## config.mk

```make
export PLATFORM = sky130hd
export DESIGN_NAME = dual_zone_fridge_controller
export DESIGN_NICKNAME = d
export VERILOG_FILES = /design/src/hw/rtl/dzfc_pkg.sv /design/src/hw/rtl/dzfc_step.sv /design/src/hw/rtl/dual_zone_fridge_controller.sv
export VERILOG_INCLUDE_DIRS = /design/src /design/src/hw/rtl
export SDC_FILE = /design/constraint.sdc
export NUM_CORES = 1
export LEC_CHECK = 0
export ABC_AREA = 1
export BUFFER_PORTS_ARGS = -buffer_cell sky130_fd_sc_hd__buf_2
export CAP_MARGIN = 20
export CORE_UTILIZATION = 50
export CTS_CLUSTER_DIAMETER = 40
export DETAILED_ROUTE_END_ITERATION = 6
export PLACE_DENSITY = 0.7
export SYNTH_ARGS = -nofsm -noshare
export SYNTH_HDL_FRONTEND = slang
export SYNTH_HIERARCHICAL = 1
export SYNTH_SLANG_ARGS = --single-unit
```

## constraint.sdc

```tcl
create_clock -name clk -period 3.1 [get_ports clk]
set_input_delay 0.62 -clock clk [delete_from_list [all_inputs] [get_ports clk]]
set_output_delay 0.62 -clock clk [all_outputs]
set_load 0.05 [all_outputs]
```

## src/hw/rtl/dual_zone_fridge_controller_macros.svh

```systemverilog
// assertion macros for the dual zone fridge controller
// used by the top level; no other dependencies
`ifndef DUAL_ZONE_FRIDGE_CONTROLLER_MACROS_SVH
`define DUAL_ZONE_FRIDGE_CONTROLLER_MACROS_SVH

// same cycle implication, disabled in reset
`define DZFC_ASSERT_NOW(label, clk, rst, ante, cons, msg) \
  label: assert property (@(posedge clk) disable iff (rst) (ante) |-> (cons)) \
    else $error(msg);

// next cycle implication, disabled in reset
`define DZFC_ASSERT_NEXT(label, clk, rst, ante, cons, msg) \
  label: assert property (@(posedge clk) disable iff (rst) (ante) |=> (cons)) \
    else $error(msg);

`endif

```

## src/hw/rtl/dzfc_pkg.sv

```systemverilog
// types, codes and reset values for the dual zone fridge controller
// no dependencies; used by dzfc_step and the top level
`timescale 1ns / 1ps

package dzfc_pkg;

  localparam int TEMP_W  = 12;
  localparam int COUNT_W = 16;
  localparam int BAND_W  = 8;
  localparam int CFG_IDX_W  = 3;
  localparam int CFG_DATA_W = 16;

  // event kinds
  localparam logic [1:0] FUNC_DOOR = 2'd0;
  localparam logic [1:0] FUNC_KEY  = 2'd1;
  localparam logic [1:0] FUNC_COMP = 2'd2;

  // key codes
  localparam logic [2:0] BTN_FRIDGE_UP   = 3'd1;
  localparam logic [2:0] BTN_FRIDGE_DN   = 3'd2;
  localparam logic [2:0] BTN_FREEZER_UP  = 3'd3;
  localparam logic [2:0] BTN_FREEZER_DN  = 3'd4;

  // register indexes
  localparam logic [CFG_IDX_W-1:0] REG_HYST_BAND   = 3'd0;
  localparam logic [CFG_IDX_W-1:0] REG_ALARM_TICKS = 3'd1;
  localparam logic [CFG_IDX_W-1:0] REG_CUTOFF      = 3'd2;
  localparam logic [CFG_IDX_W-1:0] REG_FRIDGE_MAX  = 3'd3;
  localparam logic [CFG_IDX_W-1:0] REG_FRIDGE_MIN  = 3'd4;
  localparam logic [CFG_IDX_W-1:0] REG_FREEZER_MAX = 3'd5;
  localparam logic [CFG_IDX_W-1:0] REG_FREEZER_MIN = 3'd6;

  localparam logic [BAND_W-1:0]         HYST_BAND_RST   = 8'd5;
  localparam logic [COUNT_W-1:0]        ALARM_TICKS_RST = 16'd600;
  localparam logic [COUNT_W-1:0]        CUTOFF_RST      = 16'd6000;
  localparam logic signed [TEMP_W-1:0]  FRIDGE_MAX_RST  = 12'sd100;
  localparam logic signed [TEMP_W-1:0]  FRIDGE_MIN_RST  = 12'sd0;
  localparam logic signed [TEMP_W-1:0]  FREEZER_MAX_RST = -12'sd80;
  localparam logic signed [TEMP_W-1:0]  FREEZER_MIN_RST = -12'sd220;
  localparam logic signed [TEMP_W-1:0]  FRIDGE_TGT_RST  = 12'sd40;
  localparam logic signed [TEMP_W-1:0]  FREEZER_TGT_RST = -12'sd180;

  typedef struct packed {
    logic [BAND_W-1:0]        hysteresis_band;
    logic [COUNT_W-1:0]       alarm_ticks;
    logic [COUNT_W-1:0]       cutoff_ticks;
    logic signed [TEMP_W-1:0] fridge_set_max;
    logic signed [TEMP_W-1:0] fridge_set_min;
    logic signed [TEMP_W-1:0] freezer_set_max;
    logic signed [TEMP_W-1:0] freezer_set_min;
  } cfg_t;

  typedef struct packed {
    logic                     fridge_running;
    logic                     freezer_running;
    logic [COUNT_W-1:0]       open_count;
    logic                     alarm_active;
    logic                     lockout;
    logic signed [TEMP_W-1:0] fridge_target;
    logic signed [TEMP_W-1:0] freezer_target;
  } state_t;

  typedef struct packed {
    logic [1:0]               func;
    logic                     door_open;
    logic [2:0]               button;
    logic signed [TEMP_W-1:0] fridge_temp;
    logic signed [TEMP_W-1:0] freezer_temp;
  } item_t;

  typedef struct packed {
    logic                     fridge_relay;
    logic                     freezer_relay;
    logic                     buzzer_on;
    logic                     warning_lamp;
    logic                     compressor_lock;
    logic signed [TEMP_W-1:0] fridge_setpoint;
    logic signed [TEMP_W-1:0] freezer_setpoint;
    logic                     display_refresh;
  } result_t;

endpackage

```

## src/hw/rtl/dzfc_step.sv

```systemverilog
// next state and result for one controller event
// depends on dzfc_pkg
`timescale 1ns / 1ps

module dzfc_step (
  input  dzfc_pkg::cfg_t    cfg,
  input  dzfc_pkg::state_t  st,
  input  dzfc_pkg::item_t   item,
  output dzfc_pkg::state_t  st_next,
  output dzfc_pkg::result_t result
);

  localparam int WIDE_W = dzfc_pkg::TEMP_W + 2;

  logic [dzfc_pkg::COUNT_W-1:0] count_inc;
  logic                         refresh;
  logic signed [WIDE_W-1:0]     band_w;
  logic signed [WIDE_W-1:0]     f_tgt_w;
  logic signed [WIDE_W-1:0]     z_tgt_w;
  logic signed [WIDE_W-1:0]     f_temp_w;
  logic signed [WIDE_W-1:0]     z_temp_w;
  logic                         f_run_hyst;
  logic                         z_run_hyst;

  assign count_inc = (st.open_count != {dzfc_pkg::COUNT_W{1'b1}}) ?
                     st.open_count + 1'b1 : st.open_count;

  assign band_w   = $signed({{(WIDE_W-dzfc_pkg::BAND_W){1'b0}}, cfg.hysteresis_band});
  assign f_tgt_w  = WIDE_W'(st.fridge_target);
  assign z_tgt_w  = WIDE_W'(st.freezer_target);
  assign f_temp_w = WIDE_W'(item.fridge_temp);
  assign z_temp_w = WIDE_W'(item.freezer_temp);

  // bang-bang with band around the target
  always_comb begin
    f_run_hyst = st.fridge_running;
    if (!st.fridge_running && (f_temp_w > f_tgt_w + band_w)) begin
      f_run_hyst = 1'b1;
    end else if (st.fridge_running && (f_temp_w < f_tgt_w - band_w)) begin
      f_run_hyst = 1'b0;
    end
    z_run_hyst = st.freezer_running;
    if (!st.freezer_running && (z_temp_w > z_tgt_w + band_w)) begin
      z_run_hyst = 1'b1;
    end else if (st.freezer_running && (z_temp_w < z_tgt_w - band_w)) begin
      z_run_hyst = 1'b0;
    end
  end

  always_comb begin
    st_next = st;
    refresh = 1'b0;
    case (item.func)
      dzfc_pkg::FUNC_DOOR: begin
        if (item.door_open) begin
          st_next.open_count = count_inc;
          if (count_inc > cfg.alarm_ticks) begin
            st_next.alarm_active = 1'b1;
          end
          if (count_inc > cfg.cutoff_ticks) begin
            st_next.lockout = 1'b1;
          end
        end else begin
          st_next.open_count   = '0;
          st_next.alarm_active = 1'b0;
          st_next.lockout      = 1'b0;
        end
      end
      dzfc_pkg::FUNC_KEY: begin
        case (item.button)
          dzfc_pkg::BTN_FRIDGE_UP: begin
            if (st.fridge_target < cfg.fridge_set_max) begin
              st_next.fridge_target = st.fridge_target + 12'sd1;
              refresh = 1'b1;
            end
          end
          dzfc_pkg::BTN_FRIDGE_DN: begin
            if (st.fridge_target > cfg.fridge_set_min) begin
              st_next.fridge_target = st.fridge_target - 12'sd1;
              refresh = 1'b1;
            end
          end
          dzfc_pkg::BTN_FREEZER_UP: begin
            if (st.freezer_target < cfg.freezer_set_max) begin
              st_next.freezer_target = st.freezer_target + 12'sd1;
              refresh = 1'b1;
            end
          end
          dzfc_pkg::BTN_FREEZER_DN: begin
            if (st.freezer_target > cfg.freezer_set_min) begin
              st_next.freezer_target = st.freezer_target - 12'sd1;
              refresh = 1'b1;
            end
          end
          default: begin
          end
        endcase
      end
      dzfc_pkg::FUNC_COMP: begin
        if (st.lockout) begin
          st_next.fridge_running  = 1'b0;
          st_next.freezer_running = 1'b0;
        end else begin
          st_next.fridge_running  = f_run_hyst;
          st_next.freezer_running = z_run_hyst;
        end
      end
      default: begin
      end
    endcase
  end

  always_comb begin
    result.fridge_relay     = st_next.fridge_running;
    result.freezer_relay    = st_next.freezer_running;
    result.buzzer_on        = st_next.alarm_active;
    result.warning_lamp     = st_next.alarm_active;
    result.compressor_lock  = st_next.lockout;
    result.fridge_setpoint  = st_next.fridge_target;
    result.freezer_setpoint = st_next.freezer_target;
    result.display_refresh  = refresh;
  end

endmodule

```

## src/hw/rtl/dual_zone_fridge_controller.sv

```systemverilog
// dual zone fridge controller top level: config registers, state, result register
// depends on dzfc_pkg, dzfc_step and dual_zone_fridge_controller_macros.svh
//
//   channel | dir | signals                        | content
//   s       | in  | s_tvalid s_tready s_tdata s_tuser | one event request
//   m       | out | m_tvalid m_tready m_tdata     | one result per event
//   cfg     | in  | cfg_we cfg_index cfg_data      | register write
//
// one request per cycle while s_tready is high; the result is registered and appears in the cycle after acceptance
// the state update is a single compare and increment pass from input to register
// s_tready drops only while a result waits and m_tready is low
// synchronous reset loads the state and config reset values and clears m_tvalid
`timescale 1ns / 1ps
`include "dual_zone_fridge_controller_macros.svh"

module dual_zone_fridge_controller (
  input  logic                              clk,
  input  logic                              rst,
  input  logic                              s_tvalid,
  output logic                              s_tready,
  // door_open[0], button[3:1], fridge_temp[15:4], freezer_temp[27:16]
  input  logic [31:0]                       s_tdata,
  // func[1:0]
  input  logic [1:0]                        s_tuser,
  output logic                              m_tvalid,
  input  logic                              m_tready,
  // fridge_relay[0], freezer_relay[1], buzzer_on[2], warning_lamp[3],
  // compressor_lock[4], fridge_setpoint[16:5], freezer_setpoint[28:17],
  // display_refresh[29]
  output logic [31:0]                       m_tdata,
  input  logic                              cfg_we,
  input  logic [dzfc_pkg::CFG_IDX_W-1:0]    cfg_index,
  input  logic [dzfc_pkg::CFG_DATA_W-1:0]   cfg_data
);

  dzfc_pkg::cfg_t    cfg;
  dzfc_pkg::state_t  st;
  dzfc_pkg::state_t  st_next;
  dzfc_pkg::item_t   item;
  dzfc_pkg::result_t result_next;
  dzfc_pkg::result_t result;
  logic              accept;
  logic              acc_comp_lock;
  logic              acc_door_shut;
  logic              acc_other;
  logic              relays_off;
  logic              door_clear;
  logic              plain_out;
  logic              lock_agrees;

  assign s_tready = !m_tvalid || m_tready;
  assign accept   = s_tvalid && s_tready;

  assign item.func         = s_tuser;
  assign item.door_open    = s_tdata[0];
  assign item.button       = s_tdata[3:1];
  assign item.fridge_temp  = s_tdata[15:4];
  assign item.freezer_temp = s_tdata[27:16];

  dzfc_step u_step (
    .cfg     (cfg),
    .st      (st),
    .item    (item),
    .st_next (st_next),
    .result  (result_next)
  );

  always_ff @(posedge clk) begin
    if (rst) begin
      cfg.hysteresis_band <= dzfc_pkg::HYST_BAND_RST;
      cfg.alarm_ticks     <= dzfc_pkg::ALARM_TICKS_RST;
      cfg.cutoff_ticks    <= dzfc_pkg::CUTOFF_RST;
      cfg.fridge_set_max  <= dzfc_pkg::FRIDGE_MAX_RST;
      cfg.fridge_set_min  <= dzfc_pkg::FRIDGE_MIN_RST;
      cfg.freezer_set_max <= dzfc_pkg::FREEZER_MAX_RST;
      cfg.freezer_set_min <= dzfc_pkg::FREEZER_MIN_RST;
    end else if (cfg_we) begin
      case (cfg_index)
        dzfc_pkg::REG_HYST_BAND:   cfg.hysteresis_band <= cfg_data[dzfc_pkg::BAND_W-1:0];
        dzfc_pkg::REG_ALARM_TICKS: cfg.alarm_ticks     <= cfg_data;
        dzfc_pkg::REG_CUTOFF:      cfg.cutoff_ticks    <= cfg_data;
        dzfc_pkg::REG_FRIDGE_MAX:  cfg.fridge_set_max  <= cfg_data[dzfc_pkg::TEMP_W-1:0];
        dzfc_pkg::REG_FRIDGE_MIN:  cfg.fridge_set_min  <= cfg_data[dzfc_pkg::TEMP_W-1:0];
        dzfc_pkg::REG_FREEZER_MAX: cfg.freezer_set_max <= cfg_data[dzfc_pkg::TEMP_W-1:0];
        dzfc_pkg::REG_FREEZER_MIN: cfg.freezer_set_min <= cfg_data[dzfc_pkg::TEMP_W-1:0];
        default: begin
        end
      endcase
    end
  end

  always_ff @(posedge clk) begin
    if (rst) begin
      st.fridge_running  <= 1'b0;
      st.freezer_running <= 1'b0;
      st.open_count      <= '0;
      st.alarm_active    <= 1'b0;
      st.lockout         <= 1'b0;
      st.fridge_target   <= dzfc_pkg::FRIDGE_TGT_RST;
      st.freezer_target  <= dzfc_pkg::FREEZER_TGT_RST;
    end else if (accept) begin
      st <= st_next;
    end
  end

  always_ff @(posedge clk) begin
    if (rst) begin
      m_tvalid <= 1'b0;
    end else if (accept) begin
      m_tvalid <= 1'b1;
    end else if (m_tready) begin
      m_tvalid <= 1'b0;
    end
  end

  // result payload
  always_ff @(posedge clk) begin
    if (accept) begin
      result <= result_next;
    end
  end

  assign m_tdata = {2'b00,
                    result.display_refresh,
                    result.freezer_setpoint,
                    result.fridge_setpoint,
                    result.compressor_lock,
                    result.warning_lamp,
                    result.buzzer_on,
                    result.freezer_relay,
                    result.fridge_relay};

  assign acc_comp_lock = accept && (s_tuser == dzfc_pkg::FUNC_COMP) && st.lockout;
  assign acc_door_shut = accept && (s_tuser == dzfc_pkg::FUNC_DOOR) && !s_tdata[0];
  assign acc_other     = accept && (s_tuser != dzfc_pkg::FUNC_KEY);
  assign relays_off    = !st.fridge_running && !st.freezer_running;
  assign door_clear    = (st.open_count == '0) && !st.alarm_active && !st.lockout;
  assign plain_out     = m_tvalid && !result.display_refresh;
  assign lock_agrees   = (result.compressor_lock == st.lockout) || !s_tready;

  `DZFC_ASSERT_NEXT(a_lock_stops_relays, clk, rst, acc_comp_lock, relays_off, "relays on in lock")
  `DZFC_ASSERT_NEXT(a_door_close_clears, clk, rst, acc_door_shut, door_clear, "door state kept")
  `DZFC_ASSERT_NEXT(a_refresh_key_only, clk, rst, acc_other, plain_out, "stray refresh")
  `DZFC_ASSERT_NOW(a_result_matches_state, clk, rst, m_tvalid, lock_agrees, "lock out of step")

endmodule
```

# Word-level counts from Yosys, hierarchy flattened

Index checks and enable logic that the tools add are counted.

Register bits after elaboration: 162
Bits of input ports: 58
Output and inout port bits: 34

Add/sub/neg operators: 9
$lt $le $gt $ge: 10
Equality and inequality tests: 13
Multiplexer cells: 25
Reduce and logical (&&, ||, !) cells: 20

Operators by type and width:

| cell                                                                  | count |
|---|---|
| 12-bit two-way mux                                                    | 4 |
| 12-bit case mux with 2 select lines                                   | 2 |
| 16-bit greater-than comparator                                        | 2 |
| 12-bit by 9-bit adder with 13-bit output                              | 2 |
| 12-bit by 13-bit greater-than comparator with 1-bit output            | 2 |
| 12-bit by 13-bit < comparator with 1-bit output                       | 2 |
| 12-bit by 9-bit subtractor with 13-bit output                         | 2 |
| 12-bit by 2-bit adder with 12-bit output (second input constant)      | 2 |
| 12-bit greater-than comparator                                        | 2 |
| 12-bit < comparator                                                   | 2 |
| 24-bit two-way mux                                                    | 1 |
| 12-bit by 2-bit subtractor with 12-bit output (second input constant) | 2 |
| 18-bit two-way mux                                                    | 1 |
| 16-bit by 1-bit adder with 16-bit output (second input constant)      | 1 |
| 16-bit two-way mux                                                    | 1 |
| 16-bit inequality test (second input constant)                        | 1 |
| 2-bit AND reduction                                                   | 8 |
| 3-bit by 2-bit == test with 1-bit output (second input constant)      | 4 |
| 3-bit == test (second input constant)                                 | 4 |
| 1-bit two-way mux                                                     | 12 |
| 3-bit by 1-bit == test with 1-bit output (second input constant)      | 2 |
| 2-bit two-way mux                                                     | 3 |
| 1-bit logical AND                                                     | 5 |
| 1-bit case mux with 4 select lines                                    | 1 |
| other kinds (7)                                                       | 9 |

# Depth between registers and ports, before layout

Depth after elaboration: 7
Gate-level depth with buffers: 26

# Hierarchy

Netlist, hierarchy kept.

By module, submodules not included:

| module                      | times used | cells an instance | area each (µm²) | sequential area each (µm²) |
|---|---|---|---|---|
| dzfc_step                   | 1          | 1,388             | 8,086.5         | 0.0 |
| dual_zone_fridge_controller | 1          | 749               | 6,113.4         | 3,563.4 |

# Least setup slack after synthesis

No wires, ideal clock.

Path type: flip-flop to flip-flop
Start point: register, netlist name st[0]
End point: register, netlist name st[42]
Library setup time: 113 ps
Arrival: 3,183 ps
Data required time: 2,987 ps
Path slack: -196 ps
Stages on the path, launching flop included: 23
Path buffers: 1
Period minus slack after synthesis: 3,296 ps
Cell sequence: dfxtp_1 > ha_1 > inv_1 > fa_1 > o31ai_1 > a21oi_1 > o21ai_0 > xor2_1 > ha_1 > nand2_1 > inv_1 > o21ai_0 > a21oi_1 > nor2_1 > nand4_1 > nand3_1 > nand2_1 > nand2_1 > nand2_1 > buf_4 > nand3b_1 > nand2_1 > nor2_1

==> out/summary.md <==
The area share of the largest cell type after synthesis was 18.75%. Overall power consumption after layout is estimated at 7.130 mW. Counting the buffers created by CTS gives 17. In this run the worst path has a maximum fanout of 3.

The worst-case IR drop observed on VDD is 0.2938 mV. The worst setup path is launched from a register. For the internal cell power, the log shows 4.456 mW. Worst-case hold path end point: m_tvalid. The first detailed-routing pass took 5 iterations. Number of enable flip-flop cells after synthesis: 30.

The number of vias per cell after detailed routing came out at 5.335. The pin count of the biggest net entering global routing was 54. The final worst setup slack was -0.06504 ns.

On the final layout, the worst clock skew is 0.01713 ns. The run finished, with violations left. For the combinational share of power, the log shows 36.2%.

The share of layout cells above drive strength 1 was 20.03%; the overall track demand over capacity in global routing was 28.01%. The worst setup path is captured at a register. Static timing analysis puts the maximum clock frequency at 0.3160 GHz. The final critical-path share of the clock period works out to 102.1%. The initial antenna violation count was 0. The floorplan has 61 rows. The switching power summed over all nets was 2.674 mW; the total of warnings raised by yosys was 6.

The cell type with the highest aggregate area in the netlist is sky130_fd_sc_hd__dfxtp_1. The total I/O pin count was 92; the number of hold buffers added after cts was 0. The area growth from synthesis to layout is 18.36%. In this run the critical register-to-register path is launched from st[0]. In this run the deepest clock path goes through 2 buffers. Area of the core: 27860 um2. Sequential elements use 25.09% of the synthesized area. The start point of the worst min-delay path is rst.

The initial DRC count was 1190; the number of max-cap violations was 0. Counting flops with an async set or reset pin after synthesis yields a share of 0%. For the pin with the worst max-slew slack, the measured transition is 0.9411 ns. The worst hold path belongs to the class input pin to register. The first global-routing pass estimated 64600 um of wire. A synthesized cell averages 6.645 um2.

The critical path in this run is classified as register to register. The die width is 170.5 um. By area the synthesized netlist is led by sky130_fd_sc_hd__dfxtp_1 (19%), sky130_fd_sc_hd__ha_1 (15%), sky130_fd_sc_hd__nand2_1 (14%). After detailed routing, the average wire length per cell comes to 15.44 um. After filler insertion, the fill cell instance count of the layout stands at 2626. Data arrives at the worst endpoint at 3.51 ns.

For the register-to-register setup slack, the log shows -0.07 ns. At the end of the flow, the number of nets in the layout was 2491. The number of cells on the worst hold path came out at 2. The leakage component of the power was 8.396 nW. In this run the clock root is driven by a sky130_fd_sc_hd__clkbuf_16. For this run, design rule violations remaining after detail routing come to 0.

Setup repair after global routing could not meet its margin everywhere. The congestion estimate from routability-driven global placement came to 0.9296. In the synthesized netlist, the cells that appear most often are sky130_fd_sc_hd__nand2_1 (538), sky130_fd_sc_hd__nor2_1 (262), sky130_fd_sc_hd__inv_1 (249).

The tools report the area occupied by registers as 3596 um2. The routed layout has 14165 vias. In this run the tightest slew margin relative to its limit is 37.03%. In this run the power density over the cells is 424.2 nW/um2. For the sink count of the clock tree, the log shows 163. The area enclosed by the die boundary was 29080 um2; the H-tree depth was 4. Area used by multi-input combinational logic: 9641 um2.

The starting utilization of the core area is 50.97%, and the via count of the first global-routing pass is 13126. During placement, the flow inserted port buffers numbering 85. The share of total power dissipated in the clock network is 30.3%.

Placed wire-length estimate after detailed placement: 29760 um. The tools report the critical register-to-register path endpoint as st[42]. Number of cells traversed by the worst register-to-register path: 22.

The floorplan step set the die height to 170.5 um. After detailed routing, the total wire length is 41000 um. For the required time of the critical path, the log shows 3.45 ns. The number of inserted diodes came out at 0. The sequential fraction of design power was 33.5%. By instance count, the leading cell after synthesis is sky130_fd_sc_hd__nand2_1.

The final-report setup violation count was 3; the source-to-sink clock delay at the later pin of the worst-skew pair was 0.44 ns. After layout, the minimum clock period comes to 3.165 ns. Adding up every negative setup slack in the final design gives -0.1782 ns. The count of nets left with antenna violations once routing finished came out at 0. The number of hold violations in the final report was 0; the remaining global-route overflow was 0. Among all flip-flop cells after synthesis, the most frequent one is sky130_fd_sc_hd__dfxtp_1.

The switching power as a share of total power works out to 37.51%. The register clock-pin slew on the reported worst setup and hold paths is 0.08 ns, and the synthesis-stage register bit count is 163. Number of cells produced by synthesis: 2137. The synthesized netlist occupies a cell area of 14200 um2. TritonCTS built the clock tree.

Synthesis instantiated 50 different standard cells from the library. The run gives 0 as the total count of max-transition violations in the final report. The checks that failed: negative setup slack.
==> worst max-delay path, cell delays in order, from the launching register on <==
cell,delay [ns]
sky130_fd_sc_hd__dfxtp_4,0.38
sky130_fd_sc_hd__ha_4,0.16
sky130_fd_sc_hd__inv_2,0.04
sky130_fd_sc_hd__fa_2,0.36
sky130_fd_sc_hd__o31ai_4,0.25
sky130_fd_sc_hd__nand4_1,0.16
sky130_fd_sc_hd__nand2_1,0.15
sky130_fd_sc_hd__nand2_2,0.08
sky130_fd_sc_hd__nand2_1,0.08
sky130_fd_sc_hd__nand3_1,0.11
sky130_fd_sc_hd__ha_1,0.33
sky130_fd_sc_hd__nand3_2,0.09
sky130_fd_sc_hd__a21oi_1,0.14
sky130_fd_sc_hd__nor2_1,0.08
sky130_fd_sc_hd__nand2_1,0.06
sky130_fd_sc_hd__nand2_1,0.04
sky130_fd_sc_hd__nand3_1,0.06
sky130_fd_sc_hd__nand2_1,0.05
sky130_fd_sc_hd__nand2_1,0.07
sky130_fd_sc_hd__nand2_1,0.07
sky130_fd_sc_hd__nand3b_1,0.15
sky130_fd_sc_hd__nand2_1,0.09
sky130_fd_sc_hd__nor2_1,0.04
==> cells by family after synthesis <==
family / Yosys count / synth area share, %
fa+ha+maj: 169 / 15.10
compound gates: 170 / 6.679
buf+inv: 375 / 11.77
simple gates: 1182 / 36.58
other cells: 1 / 0.02641
flops: 163 / 25.09
xor+xnor: 77 / 4.749
==> cell usage in the layout (no fill, tap or decap), types with 30 or more instances in the layout <==
cell	synthesis	final
sky130_fd_sc_hd__inv_1	249	231
sky130_fd_sc_hd__buf_4	43	128
sky130_fd_sc_hd__edfxtp_1	30	30
sky130_fd_sc_hd__nor2_1	262	253
sky130_fd_sc_hd__dfxtp_1	133	115
sky130_fd_sc_hd__nand3b_1	36	36
sky130_fd_sc_hd__nand3_1	246	234
sky130_fd_sc_hd__xor2_1	69	65
sky130_fd_sc_hd__nand2_1	538	525
sky130_fd_sc_hd__ha_1	165	146
sky130_fd_sc_hd__buf_2	30	85
sky130_fd_sc_hd__a21oi_1	76	58
==> final cells by class <==
type,instances,area share (%)
Clock inverter,11,0.6774
Tap cell,378,2.814
Inverter,260,5.836
Timing Repair Buffer,222,9.112
Clock buffer,21,2.807
Multi-Input combinational cell,1600,57.36
Sequential cell,163,21.40
==> timing repair <==
item | CTS | global route
cloned | 0 | 0
pin swaps | 19 | 60
hold endpoints to repair | 0 | 0
endpoints found under the setup margin | 6 | 9
gates resized for setup | 56 | 127
buffers inserted | 3 | 17
==> state kept, by name, indices dropped and copies added, names as in the netlist <==
name	count
m_tdata	30
cfg	88
st	44
m_tvalid	1
==> power by group through the flow <==
stage,clock network (mW),logic (mW),registers (mW)
floorplan,0,1.64,2.54
global placement,0,2.28,2.42
detailed placement,0,2.35,2.42
CTS,2.19,2.41,2.38
global route,2.28,2.87,2.40
finish,2.16,2.58,2.39
==> metrics by stage <==
stage / utilization (%) / hold WS [ns] / std cells / cell area (um2) / setup slack, ns
2_1_floorplan: - / 0.4289 / 2138 / 14210 / 0.01039
3_3_place_gp: 55.11 / 0.4408 / 2603 / 15350 / -0.1404
3_5_place_dp: 55.11 / 0.4444 / 2603 / 15350 / -0.2326
4_1_cts: 58.06 / 0.3523 / 2638 / 16170 / -0.06567
5_1_grt: 60.33 / 0.3660 / 2655 / 16810 / -0.3739
6_report: 60.33 / 0.3627 / 2655 / 16810 / -0.06504
==> how the worst max path moves through the flow <==
stage                     startpoint  endpoint  slack (ns)  cells past startpoint
after floorplan              cfg[82]    st[42]        0.01                     25
after global placement       cfg[80]    st[42]       -0.14                     22
after detailed placement     cfg[80]    st[43]       -0.23                     22
after CTS                    cfg[82]    st[43]       -0.07                     23
after global routing         cfg[81]    st[43]       -0.37                     21
final                          st[0]    st[42]       -0.07                     22
==> layer usage <==
| metal | up-vias | GRT usage (%) | part of all wire [%] |
|---|---|---|---|
| met2 | 453 | 47.26 | 47 |
| met4 | 0 | 9.479 | 2.5 |
| met1 | 6553 | 36.81 | 44 |
| met3 | 76 | 3.447 | 6.1 |
| met5 | - | 0 | 0 |
| li1 | 7083 | - | - |
Power figures use the tool's default switching activity.
